## src/sv/nrcm_pkg.sv

```systemverilog
// ----------------------------------------------------------------------------
// nrcm_pkg
// Shared widths, register map, configuration type and the operation codes of
// the shared accumulator unit of the nearest-neighbor rate converter.
// ----------------------------------------------------------------------------
package nrcm_pkg;

  localparam int RATE_W     = 19;          // rate register width
  localparam int CFG_CH_W   = 4;           // dst_channels register width
  localparam int SAMP_W     = 16;          // source sample width
  localparam int OUT_W      = 17;          // Q1.16 destination sample width
  localparam int CHAN_OUT_W = 3;           // channel index width on the output
  localparam int ACC_W      = 24;          // phase / length accumulator width
  localparam int STEP_W     = RATE_W + 1;  // width of 2*rate
  localparam int APB_AW     = 4;
  localparam int APB_DW     = 32;

  localparam logic [RATE_W-1:0]   RATE_RST  = 19'd48000;
  localparam logic [CFG_CH_W-1:0] CHANS_RST = 4'd2;

  typedef enum logic [1:0] {
    REG_SRC_RATE  = 2'd0,
    REG_DST_RATE  = 2'd1,
    REG_SRC_MONO  = 2'd2,
    REG_DST_CHANS = 2'd3
  } reg_idx_t;

  typedef struct packed {
    logic [RATE_W-1:0]   src_rate;
    logic [RATE_W-1:0]   dst_rate;
    logic                src_is_mono;
    logic [CFG_CH_W-1:0] dst_channels;
  } cfg_t;

  typedef enum logic [2:0] {
    ALU_LOAD_OFS,    // src - dst
    ALU_LOAD_PHASE,  // -dst
    ALU_LOAD_ACC,    // phase (+ offset on a final frame)
    ALU_STEP,        // acc + 2*src
    ALU_RETIRE,      // acc - 2*dst
    ALU_DIV_TRY,     // partial remainder - 2*src
    ALU_DIV_FIX      // 2*src - 1 - remainder
  } alu_op_t;

  typedef struct packed {
    logic signed [ACC_W-1:0] acc;
    logic signed [ACC_W-1:0] phase;
    logic signed [ACC_W-1:0] offset;
    logic [RATE_W-1:0]       src;
    logic [RATE_W-1:0]       dst;
    logic                    fin;
    logic [STEP_W:0]         part;
    logic [STEP_W-1:0]       rem;
  } alu_src_t;

endpackage

```

## src/sv/nrcm_in_if.sv

```systemverilog
// ----------------------------------------------------------------------------
// nrcm_in_if
// Source frame channel: valid/ready handshake with one stereo frame.
// ----------------------------------------------------------------------------
interface nrcm_in_if;
  logic                                valid;
  logic                                ready;
  logic signed [nrcm_pkg::SAMP_W-1:0]  left_in;
  logic signed [nrcm_pkg::SAMP_W-1:0]  right_in;
  logic                                final_frame;

  modport source (output valid, left_in, right_in, final_frame, input ready);
  modport sink   (input valid, left_in, right_in, final_frame, output ready);
endinterface

```

## src/sv/nrcm_out_if.sv

```systemverilog
// ----------------------------------------------------------------------------
// nrcm_out_if
// Destination sample channel: valid/ready handshake with one Q1.16 sample.
// ----------------------------------------------------------------------------
interface nrcm_out_if;
  logic                                    valid;
  logic                                    ready;
  logic signed [nrcm_pkg::OUT_W-1:0]       sample_out;
  logic [nrcm_pkg::CHAN_OUT_W-1:0]         channel_out;
  logic                                    run_last;
  logic                                    overflow;

  modport source (output valid, sample_out, channel_out, run_last, overflow,
                  input ready);
  modport sink   (input valid, sample_out, channel_out, run_last, overflow,
                  output ready);
endinterface

```

## src/sv/nrcm_apb_regs.sv

```systemverilog
// ----------------------------------------------------------------------------
// nrcm_apb_regs
// APB register bank: source rate, destination rate, mono flag, channel count.
// ----------------------------------------------------------------------------
module nrcm_apb_regs (
  input  logic                          clk,
  input  logic                          rst,
  input  logic                          psel,
  input  logic                          penable,
  input  logic                          pwrite,
  input  logic [nrcm_pkg::APB_AW-1:0]   paddr,
  input  logic [nrcm_pkg::APB_DW-1:0]   pwdata,
  output logic [nrcm_pkg::APB_DW-1:0]   prdata,
  output logic                          pready,
  output nrcm_pkg::cfg_t                cfg
);

  nrcm_pkg::reg_idx_t idx;
  logic               wr_en;

  assign idx    = nrcm_pkg::reg_idx_t'(paddr[3:2]);
  assign pready = 1'b1;
  assign wr_en  = psel && penable && pwrite && pready;

  always_ff @(posedge clk) begin
    if (rst) begin
      cfg.src_rate     <= nrcm_pkg::RATE_RST;
      cfg.dst_rate     <= nrcm_pkg::RATE_RST;
      cfg.src_is_mono  <= 1'b0;
      cfg.dst_channels <= nrcm_pkg::CHANS_RST;
    end else if (wr_en) begin
      unique case (idx)
        nrcm_pkg::REG_SRC_RATE:  cfg.src_rate     <= pwdata[nrcm_pkg::RATE_W-1:0];
        nrcm_pkg::REG_DST_RATE:  cfg.dst_rate     <= pwdata[nrcm_pkg::RATE_W-1:0];
        nrcm_pkg::REG_SRC_MONO:  cfg.src_is_mono  <= pwdata[0];
        nrcm_pkg::REG_DST_CHANS: cfg.dst_channels <= pwdata[nrcm_pkg::CFG_CH_W-1:0];
      endcase
    end
  end

  always_comb begin
    unique case (idx)
      nrcm_pkg::REG_SRC_RATE:  prdata = nrcm_pkg::APB_DW'(cfg.src_rate);
      nrcm_pkg::REG_DST_RATE:  prdata = nrcm_pkg::APB_DW'(cfg.dst_rate);
      nrcm_pkg::REG_SRC_MONO:  prdata = nrcm_pkg::APB_DW'(cfg.src_is_mono);
      nrcm_pkg::REG_DST_CHANS: prdata = nrcm_pkg::APB_DW'(cfg.dst_channels);
    endcase
  end

endmodule

```

## src/sv/nrcm_alu.sv

```systemverilog
// ----------------------------------------------------------------------------
// nrcm_alu
// Shared accumulator adder: picks two operands by operation code and adds.
// Serves accumulator loads, phase steps, retirement and remainder steps.
// ----------------------------------------------------------------------------
module nrcm_alu (
  input  nrcm_pkg::alu_op_t                    op,
  input  nrcm_pkg::alu_src_t                   opnd,
  output logic signed [nrcm_pkg::ACC_W-1:0]    sum
);

  localparam int W = nrcm_pkg::ACC_W;

  logic signed [W-1:0] op_a;
  logic signed [W-1:0] op_b;
  logic [W-1:0]        src_x;
  logic [W-1:0]        dst_x;
  logic [W-1:0]        step_x;
  logic [W-1:0]        dstep_x;

  assign src_x   = W'(opnd.src);
  assign dst_x   = W'(opnd.dst);
  assign step_x  = W'({opnd.src, 1'b0});
  assign dstep_x = W'({opnd.dst, 1'b0});

  always_comb begin
    unique case (op)
      nrcm_pkg::ALU_LOAD_OFS: begin
        op_a = src_x;
        op_b = -dst_x;
      end
      nrcm_pkg::ALU_LOAD_PHASE: begin
        op_a = '0;
        op_b = -dst_x;
      end
      nrcm_pkg::ALU_LOAD_ACC: begin
        op_a = opnd.phase;
        op_b = opnd.fin ? opnd.offset : '0;
      end
      nrcm_pkg::ALU_STEP: begin
        op_a = opnd.acc;
        op_b = step_x;
      end
      nrcm_pkg::ALU_RETIRE: begin
        op_a = opnd.acc;
        op_b = -dstep_x;
      end
      nrcm_pkg::ALU_DIV_TRY: begin
        op_a = W'(opnd.part);
        op_b = -step_x;
      end
      nrcm_pkg::ALU_DIV_FIX: begin
        op_a = step_x;
        op_b = ~W'(opnd.rem);
      end
      default: begin
        op_a = '0;
        op_b = '0;
      end
    endcase
  end

  assign sum = op_a + op_b;

endmodule

```

## src/sv/nrcm_seq.sv

```systemverilog
// ----------------------------------------------------------------------------
// nrcm_seq
// Sequencer: walks one source frame through accumulator load, per-frame
// decision, per-channel emission and the skip-ahead remainder after a cut.
// Holds the phase state and the output register.
// ----------------------------------------------------------------------------
module nrcm_seq #(
  parameter int MAX_CHANNELS = 8,
  parameter int MAX_RUN      = 64
) (
  input  logic                                 clk,
  input  logic                                 rst,
  input  nrcm_pkg::cfg_t                       cfg,
  input  logic signed [nrcm_pkg::ACC_W-1:0]    alu_sum,
  output nrcm_pkg::alu_op_t                    alu_op,
  output nrcm_pkg::alu_src_t                   alu_src,
  nrcm_in_if.sink                              frames,
  nrcm_out_if.source                           samples
);

  localparam int ACC_W  = nrcm_pkg::ACC_W;
  localparam int RATE_W = nrcm_pkg::RATE_W;
  localparam int STEP_W = nrcm_pkg::STEP_W;
  localparam int CCW    = nrcm_pkg::CFG_CH_W;
  localparam int SAMP_W = nrcm_pkg::SAMP_W;
  localparam int OUT_W  = nrcm_pkg::OUT_W;
  localparam int CH_W   = (MAX_CHANNELS > 1) ? $clog2(MAX_CHANNELS) : 1;
  localparam int RUN_W  = (MAX_RUN > 1) ? $clog2(MAX_RUN) : 1;
  localparam int BIT_W  = $clog2(ACC_W);

  typedef enum logic [3:0] {
    S_IDLE, S_OFS, S_PHS, S_LOAD, S_CHK, S_ADV, S_EMIT, S_CUT, S_DIV, S_FIX,
    S_DONE
  } state_t;

  state_t                     state;
  logic signed [ACC_W-1:0]    acc;
  logic signed [ACC_W-1:0]    phase;
  logic signed [ACC_W-1:0]    offset;
  logic                       pending;
  logic                       force_frame;
  logic                       cutting;
  logic [RATE_W-1:0]          s_q;
  logic [RATE_W-1:0]          d_q;
  logic [CCW-1:0]             chans_m1_q;
  logic                       fin_q;
  logic signed [SAMP_W-1:0]   left_q;
  logic signed [SAMP_W-1:0]   right_q;
  logic signed [OUT_W-1:0]    mix_q;
  logic [CH_W-1:0]            chan;
  logic [RUN_W-1:0]           run_cnt;
  logic [ACC_W-1:0]           dvd;
  logic [STEP_W-1:0]          rem;
  logic [BIT_W-1:0]           bit_cnt;

  logic                       out_valid;
  logic signed [OUT_W-1:0]    out_sample;
  logic [nrcm_pkg::CHAN_OUT_W-1:0] out_chan;
  logic                       out_last;
  logic                       out_ovf;

  logic [CCW-1:0]             chans_m1;
  logic signed [SAMP_W-1:0]   right_sel;
  logic                       want;
  logic                       slot_free;
  logic                       last_chan;
  logic                       run_full;
  logic                       res_last;
  logic                       res_cut;
  logic signed [OUT_W-1:0]    ch_val;
  logic [STEP_W:0]            part;

  // clamp the channel count into 1..MAX_CHANNELS, kept as count minus one
  always_comb begin
    priority if (cfg.dst_channels == '0) begin
      chans_m1 = '0;
    end else if ({1'b0, cfg.dst_channels} > (CCW+1)'(MAX_CHANNELS)) begin
      chans_m1 = CCW'(MAX_CHANNELS - 1);
    end else begin
      chans_m1 = cfg.dst_channels - CCW'(1);
    end
  end

  assign right_sel = cfg.src_is_mono ? frames.left_in : frames.right_in;

  // a frame is due while phase < 0; on the final input while length <= 0
  assign want = fin_q ? (acc[ACC_W-1] || (acc == '0)) : acc[ACC_W-1];

  assign slot_free = !out_valid || samples.ready;
  assign last_chan = (CCW'(chan) == chans_m1_q);
  assign run_full  = (run_cnt == RUN_W'(MAX_RUN - 1));
  assign res_last  = last_chan ? (run_full || !want) : run_full;
  assign res_cut   = last_chan ? (run_full && want) : run_full;

  always_comb begin
    if (chans_m1_q == '0) begin
      ch_val = mix_q;
    end else if (chan[0]) begin
      ch_val = {right_q, 1'b0};
    end else begin
      ch_val = {left_q, 1'b0};
    end
  end

  assign part = {rem, dvd[ACC_W-1]};

  always_comb begin
    alu_src.acc    = acc;
    alu_src.phase  = phase;
    alu_src.offset = offset;
    alu_src.src    = s_q;
    alu_src.dst    = d_q;
    alu_src.fin    = fin_q;
    alu_src.part   = part;
    alu_src.rem    = rem;
    unique case (state)
      S_OFS:   alu_op = nrcm_pkg::ALU_LOAD_OFS;
      S_PHS:   alu_op = nrcm_pkg::ALU_LOAD_PHASE;
      S_LOAD:  alu_op = nrcm_pkg::ALU_LOAD_ACC;
      S_DIV:   alu_op = nrcm_pkg::ALU_DIV_TRY;
      S_FIX:   alu_op = nrcm_pkg::ALU_DIV_FIX;
      S_DONE:  alu_op = nrcm_pkg::ALU_RETIRE;
      default: alu_op = nrcm_pkg::ALU_STEP;
    endcase
  end

  assign frames.ready        = (state == S_IDLE);
  assign samples.valid       = out_valid;
  assign samples.sample_out  = out_sample;
  assign samples.channel_out = out_chan;
  assign samples.run_last    = out_last;
  assign samples.overflow    = out_ovf;

  always_ff @(posedge clk) begin
    if (rst) begin
      state       <= S_IDLE;
      phase       <= '0;
      offset      <= '0;
      pending     <= 1'b1;
      force_frame <= 1'b0;
      cutting     <= 1'b0;
      out_valid   <= 1'b0;
    end else begin
      // drop valid after a transfer unless the next sample loads right away
      if (samples.ready && !(state == S_EMIT && slot_free)) begin
        out_valid <= 1'b0;
      end
      unique case (state)
        S_IDLE: begin
          if (frames.valid) begin
            s_q         <= (cfg.src_rate == '0) ? RATE_W'(1) : cfg.src_rate;
            d_q         <= (cfg.dst_rate == '0) ? RATE_W'(1) : cfg.dst_rate;
            chans_m1_q  <= chans_m1;
            fin_q       <= frames.final_frame;
            left_q      <= frames.left_in;
            right_q     <= right_sel;
            mix_q       <= OUT_W'(frames.left_in) + OUT_W'(right_sel);
            force_frame <= pending;
            cutting     <= 1'b0;
            run_cnt     <= '0;
            state       <= pending ? S_OFS : S_LOAD;
          end
        end
        S_OFS: begin
          offset <= alu_sum;
          state  <= S_PHS;
        end
        S_PHS: begin
          phase   <= alu_sum;
          pending <= 1'b0;
          state   <= S_LOAD;
        end
        S_LOAD: begin
          acc   <= alu_sum;
          state <= S_CHK;
        end
        S_CHK: begin
          force_frame <= 1'b0;
          state       <= (force_frame || want) ? S_ADV : S_DONE;
        end
        S_ADV: begin
          // advance past the frame about to go out; a cut ends here
          acc   <= alu_sum;
          chan  <= '0;
          state <= cutting ? S_CUT : S_EMIT;
        end
        S_EMIT: begin
          if (slot_free) begin
            out_valid  <= 1'b1;
            out_sample <= ch_val;
            out_chan   <= nrcm_pkg::CHAN_OUT_W'(chan);
            out_last   <= res_last;
            out_ovf    <= res_cut;
            run_cnt    <= run_cnt + RUN_W'(1);
            if (!last_chan) begin
              chan <= chan + CH_W'(1);
              if (run_full) begin
                state <= S_CUT;
              end
            end else if (!want) begin
              state <= S_DONE;
            end else begin
              cutting <= run_full;
              state   <= S_ADV;
            end
          end
        end
        S_CUT: begin
          // skip the rest of this source frame: remainder of ~acc by 2*src
          if (!fin_q && acc[ACC_W-1]) begin
            dvd     <= ~acc;
            rem     <= '0;
            bit_cnt <= '0;
            state   <= S_DIV;
          end else begin
            state <= S_DONE;
          end
        end
        S_DIV: begin
          rem <= alu_sum[ACC_W-1] ? part[STEP_W-1:0] : alu_sum[STEP_W-1:0];
          dvd <= dvd << 1;
          if (bit_cnt == BIT_W'(ACC_W - 1)) begin
            state <= S_FIX;
          end else begin
            bit_cnt <= bit_cnt + BIT_W'(1);
          end
        end
        S_FIX: begin
          acc   <= alu_sum;
          state <= S_DONE;
        end
        S_DONE: begin
          if (fin_q) begin
            phase   <= '0;
            offset  <= '0;
            pending <= 1'b1;
          end else begin
            phase <= alu_sum;
          end
          state <= S_IDLE;
        end
        default: state <= S_IDLE;
      endcase
    end
  end

endmodule

```

## src/sv/nearest_resample_channel_mix.sv

```systemverilog
// ----------------------------------------------------------------------------
// nearest_resample_channel_mix
// Nearest-neighbor sample rate converter with channel mixing. Source frames
// in, Q1.16 destination samples out, rates and channel layout over APB.
// ----------------------------------------------------------------------------
//
//  Channel   Dir   Handshake        Transfer
//  --------  ----  ---------------  -----------------------------------------
//  frames    in    valid / ready    left_in, right_in, final_frame
//  samples   out   valid / ready    sample_out, channel_out, run_last, overflow
//  apb       in    psel / penable   rate, mono and channel count registers
//
//  Sequence: a frame transfer starts with accumulator setup (offset and phase
//  loads first on the first frame of a buffer), then per destination frame an
//  advance step and one emission step per destination channel, then a phase
//  retirement. A non-final run cut at MAX_RUN adds a remainder search,
//  one bit per cycle through the shared adder. Every accumulator and
//  remainder add goes through that one adder.
//  Reset: synchronous, active high; registers return to their defaults and
//  the next frame starts a new buffer. Stalls on samples hold the emission
//  step; frames are not taken until the current one is fully retired.
//
// Phase tracking: phase = 2*j*S - (2*i+1)*D decides whether destination frame
// j belongs to source frame i. Length error differs from phase by a constant
// offset inside a buffer, so only phase and offset are stored; on a final
// frame the accumulator is loaded with phase + offset instead.
// ----------------------------------------------------------------------------
module nearest_resample_channel_mix #(
  parameter int MAX_CHANNELS = 8,
  parameter int MAX_RUN      = 64
) (
  input  logic                          clk,
  input  logic                          rst,
  input  logic                          psel,
  input  logic                          penable,
  input  logic                          pwrite,
  input  logic [nrcm_pkg::APB_AW-1:0]   paddr,
  input  logic [nrcm_pkg::APB_DW-1:0]   pwdata,
  output logic [nrcm_pkg::APB_DW-1:0]   prdata,
  output logic                          pready,
  nrcm_in_if.sink                       frames,
  nrcm_out_if.source                    samples
);

  nrcm_pkg::cfg_t                       cfg;
  nrcm_pkg::alu_op_t                    alu_op;
  nrcm_pkg::alu_src_t                   alu_src;
  logic signed [nrcm_pkg::ACC_W-1:0]    alu_sum;

  // register bank; values are sampled by the sequencer at each frame transfer
  nrcm_apb_regs u_regs (
    .clk     (clk),
    .rst     (rst),
    .psel    (psel),
    .penable (penable),
    .pwrite  (pwrite),
    .paddr   (paddr),
    .pwdata  (pwdata),
    .prdata  (prdata),
    .pready  (pready),
    .cfg     (cfg)
  );

  // the one adder shared by every accumulator and remainder step
  nrcm_alu u_alu (
    .op   (alu_op),
    .opnd (alu_src),
    .sum  (alu_sum)
  );

  // sequencer with phase state and output register
  nrcm_seq #(
    .MAX_CHANNELS (MAX_CHANNELS),
    .MAX_RUN      (MAX_RUN)
  ) u_seq (
    .clk     (clk),
    .rst     (rst),
    .cfg     (cfg),
    .alu_sum (alu_sum),
    .alu_op  (alu_op),
    .alu_src (alu_src),
    .frames  (frames),
    .samples (samples)
  );

endmodule
```

## src/flat_wrapper.sv

```systemverilog
// flat-port wrapper written by rule: the top's interface ports become plain ports
module nearest_resample_channel_mix_flat 
#(
  parameter int MAX_CHANNELS = 8,
  parameter int MAX_RUN      = 64
)
  (clk, rst, psel, penable, pwrite, paddr, pwdata, prdata, pready, frames_valid, frames_left_in, frames_right_in, frames_final_frame, frames_ready, samples_valid, samples_sample_out, samples_channel_out, samples_run_last, samples_overflow, samples_ready);
  nrcm_in_if frames_i ();
  nrcm_out_if samples_i ();
  input  logic clk;
  input  logic rst;
  input  logic psel;
  input  logic penable;
  input  logic pwrite;
  input  logic [nrcm_pkg::APB_AW-1:0] paddr;
  input  logic [nrcm_pkg::APB_DW-1:0] pwdata;
  output logic [nrcm_pkg::APB_DW-1:0] prdata;
  output logic pready;
  input wire logic [$bits(frames_i.valid)-1:0] frames_valid;
  input wire logic [$bits(frames_i.left_in)-1:0] frames_left_in;
  input wire logic [$bits(frames_i.right_in)-1:0] frames_right_in;
  input wire logic [$bits(frames_i.final_frame)-1:0] frames_final_frame;
  output wire logic [$bits(frames_i.ready)-1:0] frames_ready;
  output wire logic [$bits(samples_i.valid)-1:0] samples_valid;
  output wire logic [$bits(samples_i.sample_out)-1:0] samples_sample_out;
  output wire logic [$bits(samples_i.channel_out)-1:0] samples_channel_out;
  output wire logic [$bits(samples_i.run_last)-1:0] samples_run_last;
  output wire logic [$bits(samples_i.overflow)-1:0] samples_overflow;
  input wire logic [$bits(samples_i.ready)-1:0] samples_ready;
  assign frames_i.valid = frames_valid;
  assign frames_i.left_in = frames_left_in;
  assign frames_i.right_in = frames_right_in;
  assign frames_i.final_frame = frames_final_frame;
  assign frames_ready = frames_i.ready;
  assign samples_valid = samples_i.valid;
  assign samples_sample_out = samples_i.sample_out;
  assign samples_channel_out = samples_i.channel_out;
  assign samples_run_last = samples_i.run_last;
  assign samples_overflow = samples_i.overflow;
  assign samples_i.ready = samples_ready;
  nearest_resample_channel_mix #(.MAX_CHANNELS(MAX_CHANNELS), .MAX_RUN(MAX_RUN)) u_core (.clk(clk), .rst(rst), .psel(psel), .penable(penable), .pwrite(pwrite), .paddr(paddr), .pwdata(pwdata), .prdata(prdata), .pready(pready), .frames(frames_i), .samples(samples_i));
endmodule
```

## config.mk

```make
export PLATFORM = sky130hd
export DESIGN_NAME = nearest_resample_channel_mix_flat
export DESIGN_NICKNAME = d
export VERILOG_FILES = /design/src/sv/nrcm_pkg.sv /design/src/sv/nrcm_in_if.sv /design/src/sv/nrcm_out_if.sv /design/src/sv/nrcm_apb_regs.sv /design/src/sv/nrcm_alu.sv /design/src/sv/nrcm_seq.sv /design/src/sv/nearest_resample_channel_mix.sv /design/src/flat_wrapper.sv
export SDC_FILE = /design/constraint.sdc
export NUM_CORES = 1
export LEC_CHECK = 0
export BUFFER_PORTS_ARGS = -buffer_cell sky130_fd_sc_hd__buf_2
export CAP_MARGIN = 25
export CORE_ASPECT_RATIO = 1.75
export CORE_MARGIN = 1
export CORE_UTILIZATION = 30
export CTS_CLUSTER_SIZE = 16
export DETAILED_ROUTE_END_ITERATION = 8
export SYNTH_ARGS = -nofsm -noshare
export SYNTH_HDL_FRONTEND = slang
export SYNTH_SLANG_ARGS = --single-unit
export TNS_END_PERCENT = 100
```

## constraint.sdc

```tcl
create_clock -name clk -period 9.56 [get_ports clk]
set_clock_uncertainty 0.1 [all_clocks]
set_input_delay 1.434 -clock clk [delete_from_list [all_inputs] [get_ports clk]]
set_output_delay 1.434 -clock clk [all_outputs]
set_load 0.005 [all_outputs]
```

* Word-level counts from Yosys, hierarchy flattened *
Index checks and enable logic that the tools add are counted.

storage, ports and cells
  flip-flop bits (word level) = 295
  input port bits = 76
  output and inout bits = 57
  word-level logic and storage cells = 175

operators by class
  add/sub/neg operators = 9
  magnitude comparators = 1
  equality and inequality tests = 32
  mux-type cells = 53
  bitwise gates (word level) = 3
  reductions and logical operators = 48

operator list
  cell                                                              count
  24-bit one-hot mux with 2 select lines                            3
  24-bit one-hot mux with 6 select lines                            1
  32-bit one-hot mux with 4 select lines                            1
  24-bit one-hot mux with 5 select lines                            1
  24-bit two-way mux                                                4
  20-bit negator with 24-bit output                                 2
  20-bit two-way mux                                                2
  20-bit one-hot mux with 2 select lines                            1
  4-bit one-hot mux with 10 select lines                            1
  19-bit logical NOT                                                2
  17-bit two-way mux                                                2
  4-bit two-way mux                                                 7
  24-bit adder                                                      1
  24-bit logical NOT                                                1
  19-bit negator with 24-bit output                                 1
  20-bit NOT with 24-bit output                                     1
  24-bit NOT                                                        1
  2-bit != test (second input constant)                             9
  3-bit one-hot mux with 6 select lines                             1
  16-bit by 16-bit adder with 17-bit output                         1
  4-bit by 3-bit == test with 1-bit output (second input constant)  4
  16-bit two-way mux                                                1
  2-bit AND reduction                                               8
  4-bit AND reduction                                               4
  38 further kinds                                                  86

* Longest topological paths before layout *
  depth after elaboration = 8
  mapped depth = 20
  depth with buffers taken out = 17

* Hierarchy *
From an unflattened synthesis, not the netlist that was laid out.

second synthesis, totals
  cell total of the unflattened synthesis = 1568
  area, all modules = 16123.0 sq um

by module, submodules not included
  module         times used  cells each  area each (sq um)  seq. area each (sq um)
  nrcm_seq       1           852         10746.6            7006.7
  nrcm_alu       1           483         3183.1             0.0
  nrcm_apb_regs  1           233         2193.4             860.8

* Least setup slack after synthesis *
Ideal clock, no wire load.

  path kind = input-to-reg
  start = in rst
  end = reg u_core.u_seq.chans_m1_q[0], enable pin
  library setup time = 0.543 ns
  arrival time = 5.925 ns
  data required time = 8.917 ns
  slack = 2.992 ns
  stages = 4
  path buffers = 3
  path through = clkbuf_1 -> buf_1 -> buf_1 -> nor2_1

between the ends
  word-level cells in the longest chain between the ends = 2

RTL lines
  item                                  line                text
  start: declaration                    flat_wrapper.sv:11  input logic rst;
  1-bit NOT (no source line)            n/a
  3-bit AND reduction (no source line)  n/a
  end signal: assignment                nrcm_seq.sv:153     chans_m1_q <= chans_m1;
  end: declaration                      nrcm_seq.sv:45      logic [CCW-1:0] chans_m1_q;

Every way passes these cells.
A chain may end at the register's enable or synchronous reset.

* Worst setup path after layout *
  start = reg u_core.u_seq.state[3]
  end = reg u_core.u_seq.rem[16] (data pin)

between the ends
  word-level cells in the longest chain between the ends = 8
  elaborated cells between the ends (all ways) = 22
  classes of those cells = add/sub: 1; eq/ne: 13; mux: 5; reduce/logical: 3

RTL lines
  item                                                                                              line             text
  start: declaration                                                                                nrcm_seq.sv:36   state_t state;
  start signal: assignment                                                                          nrcm_seq.sv:161  state <= pending ? S_OFS : S_LOAD;
  start signal: assignment                                                                          nrcm_seq.sv:179  state <= (force_frame || want) ? S_ADV : S_DONE;
  start signal: assignment                                                                          nrcm_seq.sv:185  state <= cutting ? S_CUT : S_EMIT;
  4-bit == test, or another cell as far along                                                       nrcm_seq.sv:116  unique case (state)
  3-bit one-hot mux with 6 select lines                                                             nrcm_seq.sv:116
  3-bit by 1-bit == test with 1-bit output, or another cell as far along                            nrcm_alu.sv:27   unique case (op)
  2-bit OR reduction (no source line)                                                               n/a
  24-bit one-hot mux with 6 select lines or 24-bit one-hot mux with 5 select lines (tied branches)  nrcm_alu.sv:27
  24-bit adder                                                                                      nrcm_alu.sv:63   assign sum = op_a + op_b;
  20-bit two-way mux                                                                                nrcm_seq.sv:220  rem <= alu_sum[ACC_W-1] ? part[STEP_W-1:0] : alu_sum[STEP_W-1:0];
  20-bit one-hot mux with 2 select lines *                                                          nrcm_seq.sv:148  unique case (state)
  end signal: assignment                                                                            nrcm_seq.sv:220
  end: declaration                                                                                  nrcm_seq.sv:53   logic [STEP_W-1:0] rem;

Every way passes the cells marked *; elsewhere a longest branch is shown, timed or not.

==> results by group <==
Worst setup path
  • R2R cell count: 12
  • Critical setup path kind: flop to flop
  • Startpoint Class: flop
  • Setup slack, reg-to-reg: ~3.8 ns
  • Worst reg2reg endpoint: u_core.u_seq.rem[16]
  • CP max-delay cell: o311ai_0
  • CP dominant cell by count: a21o_1
  • Setup crit end kind: flop
  • Worst-path maximum fanout: 23
  • Max stage delay on crit path: 0.76 ns
  • Required time of the critical path: ~9.7 ns
  • CP Data Arrival Time: 5.96 ns
  • Reg-to-Reg Start: u_core.u_seq.state[3]
  • Crit-path cells: nor2b_1, nand2_2, o311ai_0, ha_1, nand2_1, o221ai_1, a21o_1, a21o_1, a221o_1, xnor2_4, buf_4, mux2i_1

GRT
  • Busiest layer in global routing: met2
  • Vias in the first global route: 12,800
  • GR Overflow Total: 0
  • Met1 Use GR: 0.163
  • GRT met3 Usage: 0.0230
  • Initial antenna violation count: 1
  • First-pass GRT wire length: just over 70 mm
  • All-Layer GR Usage: 0.173
  • Largest net degree at the start of global routing: 82
  • Met2 Track Usage GR: 0.333

Power
  • PD cells: roughly 320 mW/mm^2
  • Flop pwr share: 0.322
  • Total internal power: about 3.2 mW
  • Max VDD drop: between 0.1 and 0.15 mV
  • Sw frac: 0.429
  • Leakage power: between 6 and 7 nW
  • Switching Power: between 2 and 2.5 mW
  • Total power: 5.60 mW
  • Comb pwr share: 0.486
  • Clock power share: 0.192

Logic synthesis
  • Syn_area_per_cell: about 10 um^2
  • Synth area leader: edfxtp_1
  • Count leader, synth: nand2_1
  • Post-Syn Area: approximately 0.016 mm^2
  • Top post-synthesis cells by area: edfxtp_1 (37%), dfxtp_1 (13%), nand2_1 (5.7%)
  • Number of flops mapped to enable cells by yosys: between 150 and 200
  • Ys Warns: 0
  • Sequential-to-total area share from yosys stat: 0.499
  • Commonest cells post-synth: nand2_1 (239), edfxtp_1 (196), nor2_1 (162)
  • Async SR Flop Fraction: 0
  • Yosys cell types: just under 80
  • Most common flop cell mapped by yosys: edfxtp_1
  • Synthesized instance count: 1,613
  • Yosys reg bits: a little under 300
  • Synth top area share: 0.374

Clock tree
  • Clk_lat worst skew: 0.56 ns
  • Reg clk slew, reported paths: ~0.07 ns
  • CTS tree: done
  • CTS Buf Count: 27
  • Clock tree buffer depth: 3
  • Post_cts resized: 0
  • H-Tree Depth: 1
  • Clock sinks: around 300
  • CTS root buf: clkbuf_16
  • Hold_buf cts: 0
  • Setup bufs post-CTS: 0

STA
  • Post-route clock period utilization: 0.605
  • Setup violators final: 0
  • Max Fclk: roughly 0.17 GHz
  • RSZ-0062 raised after global routing: no
  • Final Hold Vio Count: 0
  • Rel. slew slack: 0.384
  • Worst Tran Pin Value: about 0.92 ns
  • Post-route minimum period: roughly 5.8 ns
  • Pins Over Slew Limit: 0
  • Setup TNS: 0 ns

Placed design
  • DP HPWL: ~35 mm
  • Port bufs: 103
  • Placer Congestion: around 0.95

Drt
  • Via count: approximately 12,000
  • Drt initial violations: 659
  • WL/cell: roughly 20 um
  • WL final: between 40 and 50 mm
  • Antenna Violating Nets Remaining: 0
  • DRC viols: 0
  • First-pass DRT Iterations: 6
  • Via density: approximately 5.3

Final layout
  • Ratio of cells with drive above 1 in the final layout: 0.128
  • Diodes inserted: 0
  • Nets: roughly 1,800
  • Area delta synth->final: 12.2%

Status
  • Outcome: completed

Job
  • # Max-Cap Violations: 0

Floorplan
  • Std-Cell Core Area: just over 0.05 mm^2
  • Rows: 110
  • Die span in y: approximately 310 um
  • Die W: around 180 um
  • # IOs: between 100 and 150
  • Initial Util: 0.305
  • Die area: 0.0535 mm^2

Worst hold path
  • Hold Crit Endpoint: u_core.u_seq.phase[23]
  • Min-Delay Path Depth: 2
  • Hold crit path type: flop to flop
  • Hold_sp: u_core.u_seq.phase[23]
## sequential cells by signal, summed over array words and instances (netlist names), 16 cells and up
| name | count |
|---|---|
| u_core.u_regs.cfg | 43 |
| u_core.u_seq.acc | 24 |
| u_core.u_seq.dvd | 24 |
| u_core.u_seq.offset | 24 |
| u_core.u_seq.phase | 24 |
| u_core.u_seq.rem | 20 |
| u_core.u_seq.d_q | 19 |
| u_core.u_seq.s_q | 19 |
| u_core.u_seq.mix_q | 17 |
| u_core.u_seq.samples.sample_out | 17 |
| u_core.u_seq.left_q | 16 |
| u_core.u_seq.right_q | 16 |
## per-stage QoR
step | cell area (um^2) | utilization | cells | setup WS [ns] | hold slack [ns]
6_report | 17700 | 0.343 | 2336 | 3.77 | 0.359
5_1_grt | 17700 | 0.343 | 2336 | 3.51 | 0.383
4_1_cts | 17700 | 0.343 | 2336 | 3.88 | 0.364
3_5_place_dp | 16800 | 0.326 | 2287 | 3.87 | 0.355
3_3_place_gp | 16800 | 0.326 | 2287 | 3.98 | 0.350
2_1_floorplan | 15800 | - | 1625 | 2.99 | 0.326
## power groups by stage
stage | sequential, mW | clock, mW | combinational (mW)
floorplan | 1.76 | 0 | 1.98
global placement | 1.82 | 0 | 2.65
detailed placement | 1.83 | 0 | 2.68
CTS | 1.80 | 1.10 | 2.69
global route | 1.82 | 1.15 | 2.95
finish | 1.80 | 1.08 | 2.72
## logic make-up (layout without fill, tap and decap cells)
kind of cell | Yosys count | in the layout | share of synthesized area
compound gates | 374 | 374 | 0.158
xor+xnor | 65 | 65 | 0.0371
fa+ha+maj | 49 | 49 | 0.0396
buf+inv | 171 | 210 | 0.0454
flops | 295 | 295 | 0.499
mux | 76 | 76 | 0.0504
other cells | 2 | 14 | 0.000477
simple gates | 581 | 581 | 0.170
## layout make-up
type / count / area [um^2]
Clock buffer: 34 / 722
Fill cell: 5190 / 33900
Timing Repair Buffer: 127 / 698
Inverter: 34 / 128
Sequential cell: 295 / 7870
Clock inverter: 15 / 135
Multi-Input combinational cell: 1159 / 7290
Tap cell: 672 / 841
## worst max path at each step
stage / to / depth (start not counted) / startpoint
floorplan: u_core.u_seq.chans_m1_q[0] / 4 / rst
global placement: u_core.u_seq.rem[8] / 12 / u_core.u_seq.state[3]
detailed placement: u_core.u_seq.rem[10] / 12 / u_core.u_seq.state[3]
CTS: u_core.u_seq.rem[11] / 12 / u_core.u_seq.state[3]
global route: u_core.u_seq.rem[16] / 15 / u_core.u_seq.d_q[2]
finish: u_core.u_seq.rem[16] / 12 / u_core.u_seq.state[3]
## per-layer routing
metal  up-vias  part of all wire
li1       5900                 -
met1      5989              0.34
met2       420              0.54
met3       155             0.046
met4         2             0.077
met5         -           0.00026
## critical path, delay by kind of cell, from the launching register on
family                   cells  cell delay, ns
AO/OA/AOI/OAI                5            2.08
AND/OR/NAND/NOR              3            1.39
flip-flops                   1            0.69
buffers and inverters        1            0.46
adder cells (fa/ha/maj)      1            0.44
XOR/XNOR                     1            0.17
multiplexers                 1            0.16
## placed cells by master (no fill, tap or decap), drive strengths merged, types with 20 or more instances in the layout
| cell | instances |
|---|---|
| dfxtp | 99 |
| mux2i | 59 |
| nand2 | 239 |
| clkbuf | 34 |
| nor3 | 22 |
| a22oi | 67 |
| nand4 | 20 |
| a21oi | 107 |
| nor4 | 20 |
| buf | 127 |
| o21ai | 62 |
| nand3 | 25 |
| inv | 39 |
| xnor2 | 33 |
| ha | 45 |
| nor2 | 162 |
| edfxtp | 196 |
| xor2 | 32 |
(Power assumes the default switching activity.)
